===== src/rtl/gslc_ram.sv =====
// Generic simple dual-port RAM: one write port, one read port, registered read.
// No dependencies.
module gslc_ram #(
  parameter int WIDTH = 8,
  parameter int DEPTH = 2
) (
  input  logic                                   clk,
  input  logic                                   we,
  input  logic [((DEPTH > 1) ? $clog2(DEPTH) : 1)-1:0] waddr,
  input  logic [WIDTH-1:0]                       wdata,
  input  logic                                   re,
  input  logic [((DEPTH > 1) ? $clog2(DEPTH) : 1)-1:0] raddr,
  output logic [WIDTH-1:0]                       rdata
);

  logic [WIDTH-1:0] mem [DEPTH];

  always_ff @(posedge clk) begin
    if (we) begin
      mem[waddr] <= wdata;
    end
    if (re) begin
      rdata <= mem[raddr];
    end
  end

endmodule


===== config.mk =====
export PLATFORM = sky130hd
export DESIGN_NAME = gslc_ram
export DESIGN_NICKNAME = d
export VERILOG_FILES = /design/src/rtl/gslc_ram.sv
export SDC_FILE = /design/constraint.sdc
export NUM_CORES = 1
export LEC_CHECK = 0
export ABC_CLOCK_PERIOD_IN_PS = 1400
export BUFFER_PORTS_ARGS = -buffer_cell sky130_fd_sc_hd__buf_4
export CAP_MARGIN = 10
export CORE_UTILIZATION = 50
export CTS_CLUSTER_DIAMETER = 60
export CTS_CLUSTER_SIZE = 8
export DETAILED_ROUTE_END_ITERATION = 7
export GPL_ROUTABILITY_DRIVEN = 0
export PLACE_DENSITY = 0.77
export SYNTH_ARGS = -nofsm -noshare
export SYNTH_HDL_FRONTEND = slang
export SYNTH_SLANG_ARGS = --single-unit

===== constraint.sdc =====
create_clock -name clk -period 1.4 [get_ports clk]
set_input_delay 0.42 -clock clk [delete_from_list [all_inputs] [get_ports clk]]
set_output_delay 0.42 -clock clk [all_outputs]
set_load 0.05 [all_outputs]

* Word level (Yosys, flattened, before mapping) *
Memories as Yosys holds them, arrays and structs flattened. A register that Yosys moved wholly into a read port is not among the register bits.
Index checks and enable logic that the tools add are counted.

word-level totals
  output and inout port bits = 8
  logic and storage cells = 3
  memories = 1
  memory bits (writable) = 16
  input bits = 13
  flip-flop bits (word level) = 0

cells by class
  multiplexer cells = 2

memory list
  memory  depth  width  rd ports  clocked after Yosys merged registers in  write ports  line  RTL
  mem     2      8      1         1                                        1            16    logic [WIDTH-1:0] mem [DEPTH];

operator list
  kind     count
  $mux W1  2

* Longest topological paths before layout *
  depth after elaboration = 2
  mapped depth = 2
  depth with buffers taken out = 1

* Least setup slack after synthesis *
No wires, ideal clock.

  path kind = input to register
  from = input we
  to = memory mem[0][0] (enable)
  data arrival time = 0.840 ns
  stages = 1
  data required time = 1.027 ns
  path buffers = 0
  library setup time = 0.373 ns
  path slack = 0.187 ns
  cells stage by stage = nor2b_1

on the way
  longest elaborated chain between the ends = 2

ends and longest elaborated chain
  item                           line  RTL
  from (decl)                    8     input logic we,
  $mux W1                        19    if (we) begin
  $mux W1 (implied by the code)  20    mem[waddr] <= wdata;
  to (decl)                      16

Every way passes these cells.

* Worst setup path after layout *
  from = register rdata[4] (read register of mem)
  to = output rdata[4]

RTL lines
  item         line  RTL
  from (decl)  13    output logic [WIDTH-1:0] rdata

No word-level cell between the ends.

==> impl_metrics.yaml <==
run_status:
  outcome: "complete, but fails checks"
  violations: "DRC"
setup_path:
  crit_chain: "buf_4"
  critPathLaunchType: "flip-flop"
  crit_buf_inv: 1
  end_kind: "output pin"
  cpLargestDelayFamily: "flip-flops"
  worst-setup-path-type: "reg -> out"
  cp.arrival_ns: 0.90
  critPathMaxStageDelay_ns: 0.39
  crit_slowest_cell: "edfxtp_1"
  cp_max_fo: 1
  cp.required_ns: 0.98
sta:
  worst_pin_slew_ns: 0.3636
  slew_viol_final: 0
  rsz0062_at_grt: "false"
  setup_viol: 0
  timing.slew.headroom_pct: 75.76
  min_period_ns: 1.318
  finClkSkew_ns: 0.005786
  setup_slack_ns: 0.08240
  max_freq_ghz: 0.7590
  tns_ns: 0
  final-hold-violation-count: 0
  fin_crit_sh_pct: 94.11
clock_tree:
  cts.repair.resized: 0
  clk_path_buf_depth: 2
  cts_root_buffer: "clkbuf_4"
  post_cts_buffers: 0
  clk_pin_slew_ns: 0.12
  cts-buffers-inserted: 3
  cts_tree: "yes"
  clock_latency_ns: 0.30
  htree_num_levels: 1
  cts.sinks: 24
  ctsHoldBuffers: 0
route:
  routed_wl_microns: 999
  highest_layer: "met4"
  drt_iter0_drc: 7
  via_per_inst: 5.173
  met1Wirelength_microns: 387
  wl_met2_microns: 525
  drc: 2
  ant_nets: 0
  post_drt_wl_per_cell_microns: 13.32
  firstDrtPassIters: 5
  route.met3.wl_microns: 70
  via_count: 388
synthesis:
  synth_seq_cells: 24
  syn_nets: 48
  synthCells: 35
  synth_area_leaders: "edfxtp_1, mux2_4, buf_6, and2_1, nor2b_1"
  ys_seq_area_share_pct: 83.36
  yosysTopAreaCellShare_pct: 83.36
  synth-edff-count: 24
  synth-warning-count: 0
  synth_most_common_cell: "edfxtp_1"
  synth_area_sq_um: 864.6
  yosys-top-cells-count: "edfxtp_1, mux2_4, and2_1, buf_6, nor2b_1"
  ys_async_sr_fraction_pct: 0
  synth_largest_area_cell: "edfxtp_1"
  yosysUniqueCellTypes: 5
  syn_avg_cell_area_sq_um: 24.70
  yosys_most_used_dff: "edfxtp_1"
pwr:
  peakVddDrop_mv: 0.8083
  p_leak_nw: 0.4156
  power.density_nw_per_um2: 1253
finish:
  fin_util_pct: 67.82
  finish.instance_area_sq_um: 1057
  layout.nets: 73
  drive_gt1_share_pct: 54.24
  area_delta_synth_final_pct: 22.29
  n_fill_cell: 103
  diodes: 0
grt:
  grt_pass1_vias: 373
  grt_overflow_total: 0
  antenna_found_initial: 0
  grt_usage_pct: 11.85
  grt_max_degree: 14
  grt_pass1_wl_microns: 1518
flow_run:
  cap_violations: 0
floorplan:
  initial_core_util_pct: 55.46
  core_area_sq_um: 1559
  die_w_microns: 43.59
  fp.dieH_microns: 43.59
  rows: 14
  dieArea_sq_um: 1900
  ios: 21
placed_design:
  numPortBuffers: 20
  placed_cell_area_sq_um: 1031
  pre_cts_ws_ns: 0.1998
min_path:
  hold_class: "in -> reg"
==> final timing paths <==
kind                                 from         to  slack (ns)  cells after the start
worst max-delay path             rdata[4]   rdata[4]        0.08                      1
worst min-delay path             wdata[1]  mem[0][1]        0.29                      1
worst max register to register  mem[1][7]   rdata[7]        0.49                      1
worst min register to register  mem[1][0]   rdata[0]        0.56                      1
==> layout by cell type, fill, tap and decap left out <==
master    count
clkinv_1      1
nor2b_1       1
buf_4        21
clkbuf_4      3
and2_1        1
mux2_4        8
edfxtp_1     24
==> through the flow <==
step,std cells,total power [mW],hold WS (ns)
after floorplan,35,0.9850,0.5189
after global placement,71,1.045,0.5314
after detailed placement,71,1.051,0.5416
after CTS,75,1.334,0.2825
after global routing,75,1.376,0.2689
final,75,1.324,0.2873
==> sequential cells by signal, summed over array words and instances (netlist names) <==
signal	count
rdata	8
mem	16
==> cell families (layout without fill, tap and decap cells) <==
kind of cell,count (synthesis),count (layout),synth area share [%]
multiplexers,8,8,13.89
flip-flops,24,24,83.36
buffers and inverters,1,25,1.302
AND/OR/NAND/NOR,2,2,1.448
==> cell type report <==
| type | count | area (sq um) | area share, % |
|---|---|---|---|
| clock buffers | 3 | 22.52 | 2.130 |
| clock inverters | 1 | 3.754 | 0.3550 |
| multi-input cells | 10 | 132.6 | 12.54 |
| flip-flops and latches | 24 | 720.7 | 68.17 |
| well taps | 16 | 20.02 | 1.893 |
| repair buffers | 21 | 157.7 | 14.91 |
==> layer usage <==
layer  vias to the layer above  GRT usage (%)
met3                         2          4.167
met5                         -              0
met1                       180          11.34
li1                        185              -
met2                        21          21.19
met4                         0          7.500
==> power by group <==
| part | total, mW | leakage, nW | switching [mW] | internal [mW] |
|---|---|---|---|---|
| clock | 0.292 | 0.0154 | 0.188 | 0.104 |
| sequential | 0.860 | 0.228 | 0.0127 | 0.848 |
| combinational | 0.172 | 0.172 | 0.0961 | 0.0757 |
(Power assumes the default switching activity.)
