==> src/rtl/gslc_pkg.sv <==
// Shared types, constants and helpers of the glyph slot LRU cache.
// No dependencies; every other file of the block but gslc_ram imports this package.
package gslc_pkg;

  localparam int SLOTS      = 64;
  localparam int SLOT_AW    = (SLOTS > 1) ? $clog2(SLOTS) : 1;
  localparam int CHAR_W     = 32;
  localparam int DIM_W      = 12;
  localparam int STAMP_W    = 32;
  localparam int REQ_TYPE_W = 2;
  localparam int SLOT_IDX_W = 6;
  localparam int CFG_IDX_W  = 1;
  localparam int CFG_DATA_W = 12;

  localparam logic [STAMP_W-1:0] STAMP_MAX     = '1;
  localparam logic [STAMP_W-1:0] COUNTER_RESET = STAMP_W'(1);
  localparam logic [DIM_W-1:0]   BITMAP_RESET  = DIM_W'(32);

  typedef enum logic [REQ_TYPE_W-1:0] {
    REQ_GET      = 2'd0,
    REQ_PRECACHE = 2'd1,
    REQ_UNCACHE  = 2'd2,
    REQ_QUERY    = 2'd3
  } req_kind_t;

  typedef enum logic [CFG_IDX_W-1:0] {
    CFG_BITMAP_WIDTH  = 1'd0,
    CFG_BITMAP_HEIGHT = 1'd1
  } cfg_reg_t;

  typedef struct packed {
    logic [CHAR_W-1:0] char_code;
    logic [DIM_W-1:0]  width;
    logic [DIM_W-1:0]  height;
  } key_t;

  typedef struct packed {
    key_t               key;
    logic [STAMP_W-1:0] stamp;
  } slot_t;

  localparam int SLOT_W = $bits(slot_t);

  // Control from the sequencer to the compare unit.
  typedef struct packed {
    logic               clear;
    logic               load;
    logic [SLOT_AW-1:0] idx;
  } scan_ctl_t;

  // Running result of one pass over the slots.
  typedef struct packed {
    logic               match_found;
    logic [SLOT_AW-1:0] match_idx;
    logic               free_found;
    logic [SLOT_AW-1:0] free_idx;
    logic               lru_found;
    logic [SLOT_AW-1:0] lru_idx;
    logic [STAMP_W-1:0] min_stamp;
    key_t               lru_key;
  } scan_res_t;

  typedef struct packed {
    logic                  ok;
    logic                  hit;
    logic [SLOT_IDX_W-1:0] slot_index;
    logic                  evicted;
    logic [CHAR_W-1:0]     evicted_char;
    logic [DIM_W-1:0]      evicted_width;
    logic [DIM_W-1:0]      evicted_height;
  } rsp_t;

  // Low bits of a slot number as reported on the result channel.
  function automatic logic [SLOT_IDX_W-1:0] slot_index_out(input logic [SLOT_AW-1:0] idx);
    logic [SLOT_AW+SLOT_IDX_W-1:0] wide;
    wide = {{SLOT_IDX_W{1'b0}}, idx};
    return wide[SLOT_IDX_W-1:0];
  endfunction

endpackage

==> src/rtl/gslc_scan.sv <==
// Shared compare unit: takes one slot per cycle while load is set, and tracks the
// key match, the first free slot and the first slot with the smallest stamp. Uses gslc_pkg.
module gslc_scan (
  input  logic               clk,
  input  logic               rst_n,
  input  gslc_pkg::scan_ctl_t ctl,
  input  gslc_pkg::key_t      key,
  input  gslc_pkg::slot_t     slot,
  output gslc_pkg::scan_res_t res
);
  import gslc_pkg::*;

  scan_res_t res_r, res_nxt;
  logic      is_free, is_match, is_less;

  assign is_free  = (slot.stamp == '0);
  assign is_match = !is_free && (slot.key == key);
  assign is_less  = !is_free && (slot.stamp < res_r.min_stamp);

  always_comb begin
    res_nxt = res_r;
    if (ctl.clear) begin
      res_nxt           = '0;
      res_nxt.min_stamp = STAMP_MAX;
    end else if (ctl.load) begin
      if (is_free && !res_r.free_found) begin
        res_nxt.free_found = 1'b1;
        res_nxt.free_idx   = ctl.idx;
      end
      if (is_match && !res_r.match_found) begin
        res_nxt.match_found = 1'b1;
        res_nxt.match_idx   = ctl.idx;
      end
      // strict compare keeps the first slot among equal stamps
      if (is_less) begin
        res_nxt.lru_found = 1'b1;
        res_nxt.lru_idx   = ctl.idx;
        res_nxt.min_stamp = slot.stamp;
        res_nxt.lru_key   = slot.key;
      end
    end
  end

  always_ff @(posedge clk) begin
    if (!rst_n) begin
      res_r           <= '0;
      res_r.min_stamp <= STAMP_MAX;
    end else begin
      res_r <= res_nxt;
    end
  end

  assign res = res_r;

endmodule

==> config.mk <==
export PLATFORM = sky130hd
export DESIGN_NAME = gslc_scan
export DESIGN_NICKNAME = d
export VERILOG_FILES = /design/src/rtl/gslc_pkg.sv /design/src/rtl/gslc_scan.sv
export SDC_FILE = /design/constraint.sdc
export NUM_CORES = 1
export LEC_CHECK = 0
export BUFFER_PORTS_ARGS = -buffer_cell sky130_fd_sc_hd__buf_2
export CAP_MARGIN = 20
export CORE_MARGIN = 10
export CORE_UTILIZATION = 43
export CTS_CLUSTER_DIAMETER = 120
export DETAILED_ROUTE_END_ITERATION = 7
export HOLD_SLACK_MARGIN = 0.1
export PLACE_DENSITY = 0.74
export SLEW_MARGIN = 10
export SYNTH_ARGS = -nofsm -noshare
export SYNTH_HDL_FRONTEND = slang
export SYNTH_SLANG_ARGS = --single-unit
==> constraint.sdc <==
create_clock -name clk -period 2.6 [get_ports clk]
set_clock_uncertainty 0.2 [all_clocks]
set_input_delay 0.39 -clock clk [delete_from_list [all_inputs] [get_ports clk]]
set_output_delay 0.39 -clock clk [all_outputs]
set_load 0.05 [all_outputs]
# Word-level counts from Yosys, hierarchy flattened
# Index checks and enable logic that the tools add are counted.
dict set report totals {
  out_inout_bits 109
  latch_bits 0
  ram_bits 0
  wordCells 25
  rom_bits 0
  register_bits 109
  n_memories 0
  in_bits 154
}
dict set report op_classes {
  n_bitwise 1
  n_lt_le_gt_ge 1
  addsub 0
  n_shift 0
  reduce_logical 12
  multipliers 0
  n_eq_ne 1
  n_mux 0
  div_mod_pow 0
}
# op n
set op_table {}
lappend op_table {{== test 56 bit} 1}
lappend op_table {{zero test 32 bit} 1}
lappend op_table {{< comparator 32 bit} 1}
lappend op_table {{AND reduction 2 bit} 3}
lappend op_table {{logical AND 1 bit} 4}
lappend op_table {{zero test 1 bit} 3}
lappend op_table {{OR reduction 2 bit} 1}
lappend op_table {{inverter 1 bit} 1}

# Logic depth before layout (Yosys ltp)
dict set report logic_depth {
  word_depth 5
  mapped_depth 11
  depth_no_buf 8
}

# Least setup slack after synthesis
# Ideal clock, no wire load.
dict set report synth_timing {
  path_type {register to register}
  start {register res_r, in the netlist res[57]}
  end {register res_r, in the netlist res[71]}
  setup_ps 72
  arrival_time_ps 2561
  path_buffers 3
  path_stages_with_launch 11
  period_less_slack_ps 2832
  required_time_ps 2328
  path_slack_ps -232
  cell_sequence {dfxtp_1 inv_1 ha_1 a2111oi_2 o32a_2 nand3_1 a2111oi_2 buf_4 buf_8 buf_12 mux2i_1}
}
dict set report synth_between {
  elab_chain_len 3
}
# element line_no
set synth_rtl {}
lappend synth_rtl {{start, declared} gslc_scan.sv:13} ;# scan_res_t res_r, res_nxt;
lappend synth_rtl {{start signal, assigned} gslc_scan.sv:49} ;# res_r <= res_nxt;
lappend synth_rtl {{< comparator 32 bit} gslc_scan.sv:18} ;# assign is_less = !is_free && (slot.stamp < res_r.min_stamp);
lappend synth_rtl {{logical AND 1 bit} gslc_scan.sv:18}
lappend synth_rtl {{AND reduction 2 bit (no source line)} -}
# No other way between the ends.
# A chain may end at the register's enable or synchronous reset.

# Worst setup path in the final report
dict set report layout_timing {
  start {register res_r, in the netlist res[70]}
  end {register res_r, in the netlist res[85]}
}
# The elaborated chain is that of the path after synthesis.

==> flow_summary.toml <==
[detailed_routing]
dr.pass1.iters = 5
avgViaCountPerCell = 5.00
final_antenna_net_count = 0
drc = 0
drt_wl_total_um = 20700
via_count = 5762
wl_per_cell_um = 17.9
drt_iter0_drc = 339

[layout]
mostFrequentLayoutCells = "buf_2, nand2_1, mux2i_1"
drive_gt1_share_pct = 36.8
area_growth_pct = 41.5
largest_reg_flops = 109
num-fill-cells = 1171
final_nets = 1159
mostFrequentLayoutCell = "buf_2"
fin_util_pct = 62.1

[sta]
fin_crit_sh_pct = 101
setup-tns-final_ns = -0.128
setup_viol = 11
relSlewSlack_pct = 68.7
worstMarginPinSlew_ns = 0.458
hold_ws_ns = 0.110
setup_ws_ns = -0.0294
period_minus_slack_ns = 2.63
timing.fmax_mhz = 380
rsz0062_at_grt = "true"
finalMaxSlewViolations = 0
finalHoldViolCount = 0

[clocking]
clock-sinks = 109
htree_levels = 3
cts_buffer_depth = 2
cts.reportedPaths.clkPinSlew_ns = 0.07
clk_latency_ns = 0.35
numCtsBuffers = 9
clock-root-buffer = "clkbuf_16"
tritoncts = "done"

[placement]
place_hpwl_um = 16400
numPortBuffers = 262
gp_congestion = 0.975

[flow_run]
maxCapViolations = 0

[setup_path]
reg2reg_depth = 9
startpoint = "res[70]"
crit_type = "reg2reg"
cp.depth = 9
crit_path_max_incr_delay_ns = 0.46
timing.rr.end = "res[85]"
rr_startpoint = "res[70]"
crit_family = "compound AO/OA/AOI/OAI gates"
cp_data_required_time_ns = 2.66
rrSetupSlack_ns = -0.03
worst-path-buf-inv = 3
crit_path_cell_trace = "inv_1 > ha_1 > and4_4 > a31oi_2 > nand3_4 > a2111oi_4 > buf_6 > clkbuf_16 > mux2i_1"
cp-start-kind = "flip-flop"
cp_slowest_cell = "a2111oi_4"
critical_path.max_fanout = 7
critPathArrivalTime_ns = 2.69
cp-end-kind = "flip-flop"
endpoint = "res[85]"

[synth]
ys_top_cells_by_area = "dfxtp_1, mux2i_1, nand2_1, ha_1, nor2_1"
synth_top_area_share_pct = 37.6
syn_area_per_cell_sq_um = 8.50
netlist-cell-type-count = 39
syn_inst = 683
synth_top_cell_by_area = "dfxtp_1"
ys_dominant_reg_cell = "dfxtp_1"
synth_fp_nets = 868
yosysWarnings = 0
synth-edff-count = 0
synthArstFlopShare_pct = 0
ys_seq_area_share_pct = 37.6
synth_area_sq_um = 5810
synth_seq_cells = 109

[grt]
grt_use_met2_pct = 33.8
grt_pass1_wl_um = 30500
grt-ovfl-total = 0
top_usage_layer = "met2"
grt_use_total_pct = 20.7
grt_use_met1_pct = 25.8
antenna_found_initial = 0
grt_use_met3_pct = 5.46
first_global_vias = 5674
grt_max_degree = 87

[die]
die_area_sq_um = 18600
io-pin-count = 263
die_y_um = 136
start_util_pct = 43.8
std_cell_rows = 42
design.core.area_sq_um = 13200
die_w_um = 136

[pwr]
p_int_mw = 2.80
p_clk_share_pct = 32.3
finalPower_mw = 4.00
p_comb_share_pct = 23.7
switching_power_mw = 1.20
power_density_nw_per_um2 = 486
peakVddDrop_v = 0.000293
p_sw_share_pct = 30.0
leakage_nw = 4.21
p_seq_share_pct = 43.9

[run_status]
outcome = "finished with violations"
violations = "setup timing"

[min_path]
holdCritPathClass = "in2reg"
## through the flow
step / setup WS, ns / instances / cell area [sq um]
floorplan: 0.00201 / 683 / 5840
global placement: -0.167 / 1122 / 7600
detailed placement: -0.216 / 1122 / 7600
CTS: 0.0128 / 1145 / 7990
global route: -0.174 / 1152 / 8220
finish: -0.0294 / 1153 / 8220
## per-layer routing
| layer | vias up | share of wire (%) |
|---|---|---|
| li1 | 2857 | - |
| met1 | 2645 | 41 |
| met2 | 232 | 49 |
| met3 | 28 | 7.7 |
| met4 | 0 | 2.1 |
| met5 | - | 0 |
## cells in the mapped netlist (3+ instances only)
library cell,count
mux2i_1,106
nor2_1,77
ha_1,31
clkbuf_1,25
nand2b_1,8
nor4_1,15
o21ai_0,5
and4_1,4
nand2_1,139
a21oi_1,12
nand3_1,4
buf_4,8
xnor2_1,17
nand4_1,11
dfxtp_1,109
inv_1,55
a22o_1,4
o21a_1,3
o22ai_1,6
xor2_1,17
## logic make-up after synthesis
| family | synth area share (%) |
|---|---|
| AOI/OAI and AO/OA | 6.05 |
| xor gates and xnor gates | 5.13 |
| adders and majority gates | 6.68 |
| buffers and inverters | 6.81 |
| DFF | 37.6 |
| muxes | 18.3 |
| and+or+nand+nor | 19.5 |
## tightest hold or removal path, stage by stage
cell     delay, ns
buf_2         0.11
nand2_1       0.05
mux2i_1       0.06
## what timing repair did
item / in CTS / in global routing
setup endpoints to repair: 71 / 99
pin swaps: 1 / 10
cloned: 0 / 5
setup buffers: 0 / 3
hold buffers: 10 / 0
gates resized for setup: 3 / 16
endpoints found under the hold margin: 10 / 0
## final cells by class
class	count	area, sq um	share of cell area [%]
clock inverter	1	8.76	0.107
multi-input combinational	484	3340	40.7
tap	176	220	2.68
sequential	109	2220	27.0
clock buffer	12	256	3.12
inverter	55	206	2.51
timing repair buffer	315	1960	23.9
antenna	1	2.50	0.0305
## worst min-delay path by stage
stage,startpoint,endpoint,slack [ns],cells after the start
2_1_floorplan,ctl[6],res[101],0.33,2
3_3_place_gp,res[14],res[14],0.24,2
3_5_place_dp,res[54],res[54],0.25,2
4_1_cts,slot[45],res[13],0.10,3
5_1_grt,slot[40],res[8],0.11,3
6_report,slot[40],res[8],0.11,3
## power by group through the flow
stage	clock network [mW]	logic [mW]	registers, mW
6_report	1.29	0.948	1.76
5_1_grt	1.38	1.02	1.76
4_1_cts	1.31	0.900	1.75
3_5_place_dp	0	0.880	1.79
3_3_place_gp	0	0.874	1.79
2_1_floorplan	0	0.334	1.98
Note: power is estimated with default switching activity, not from simulation.
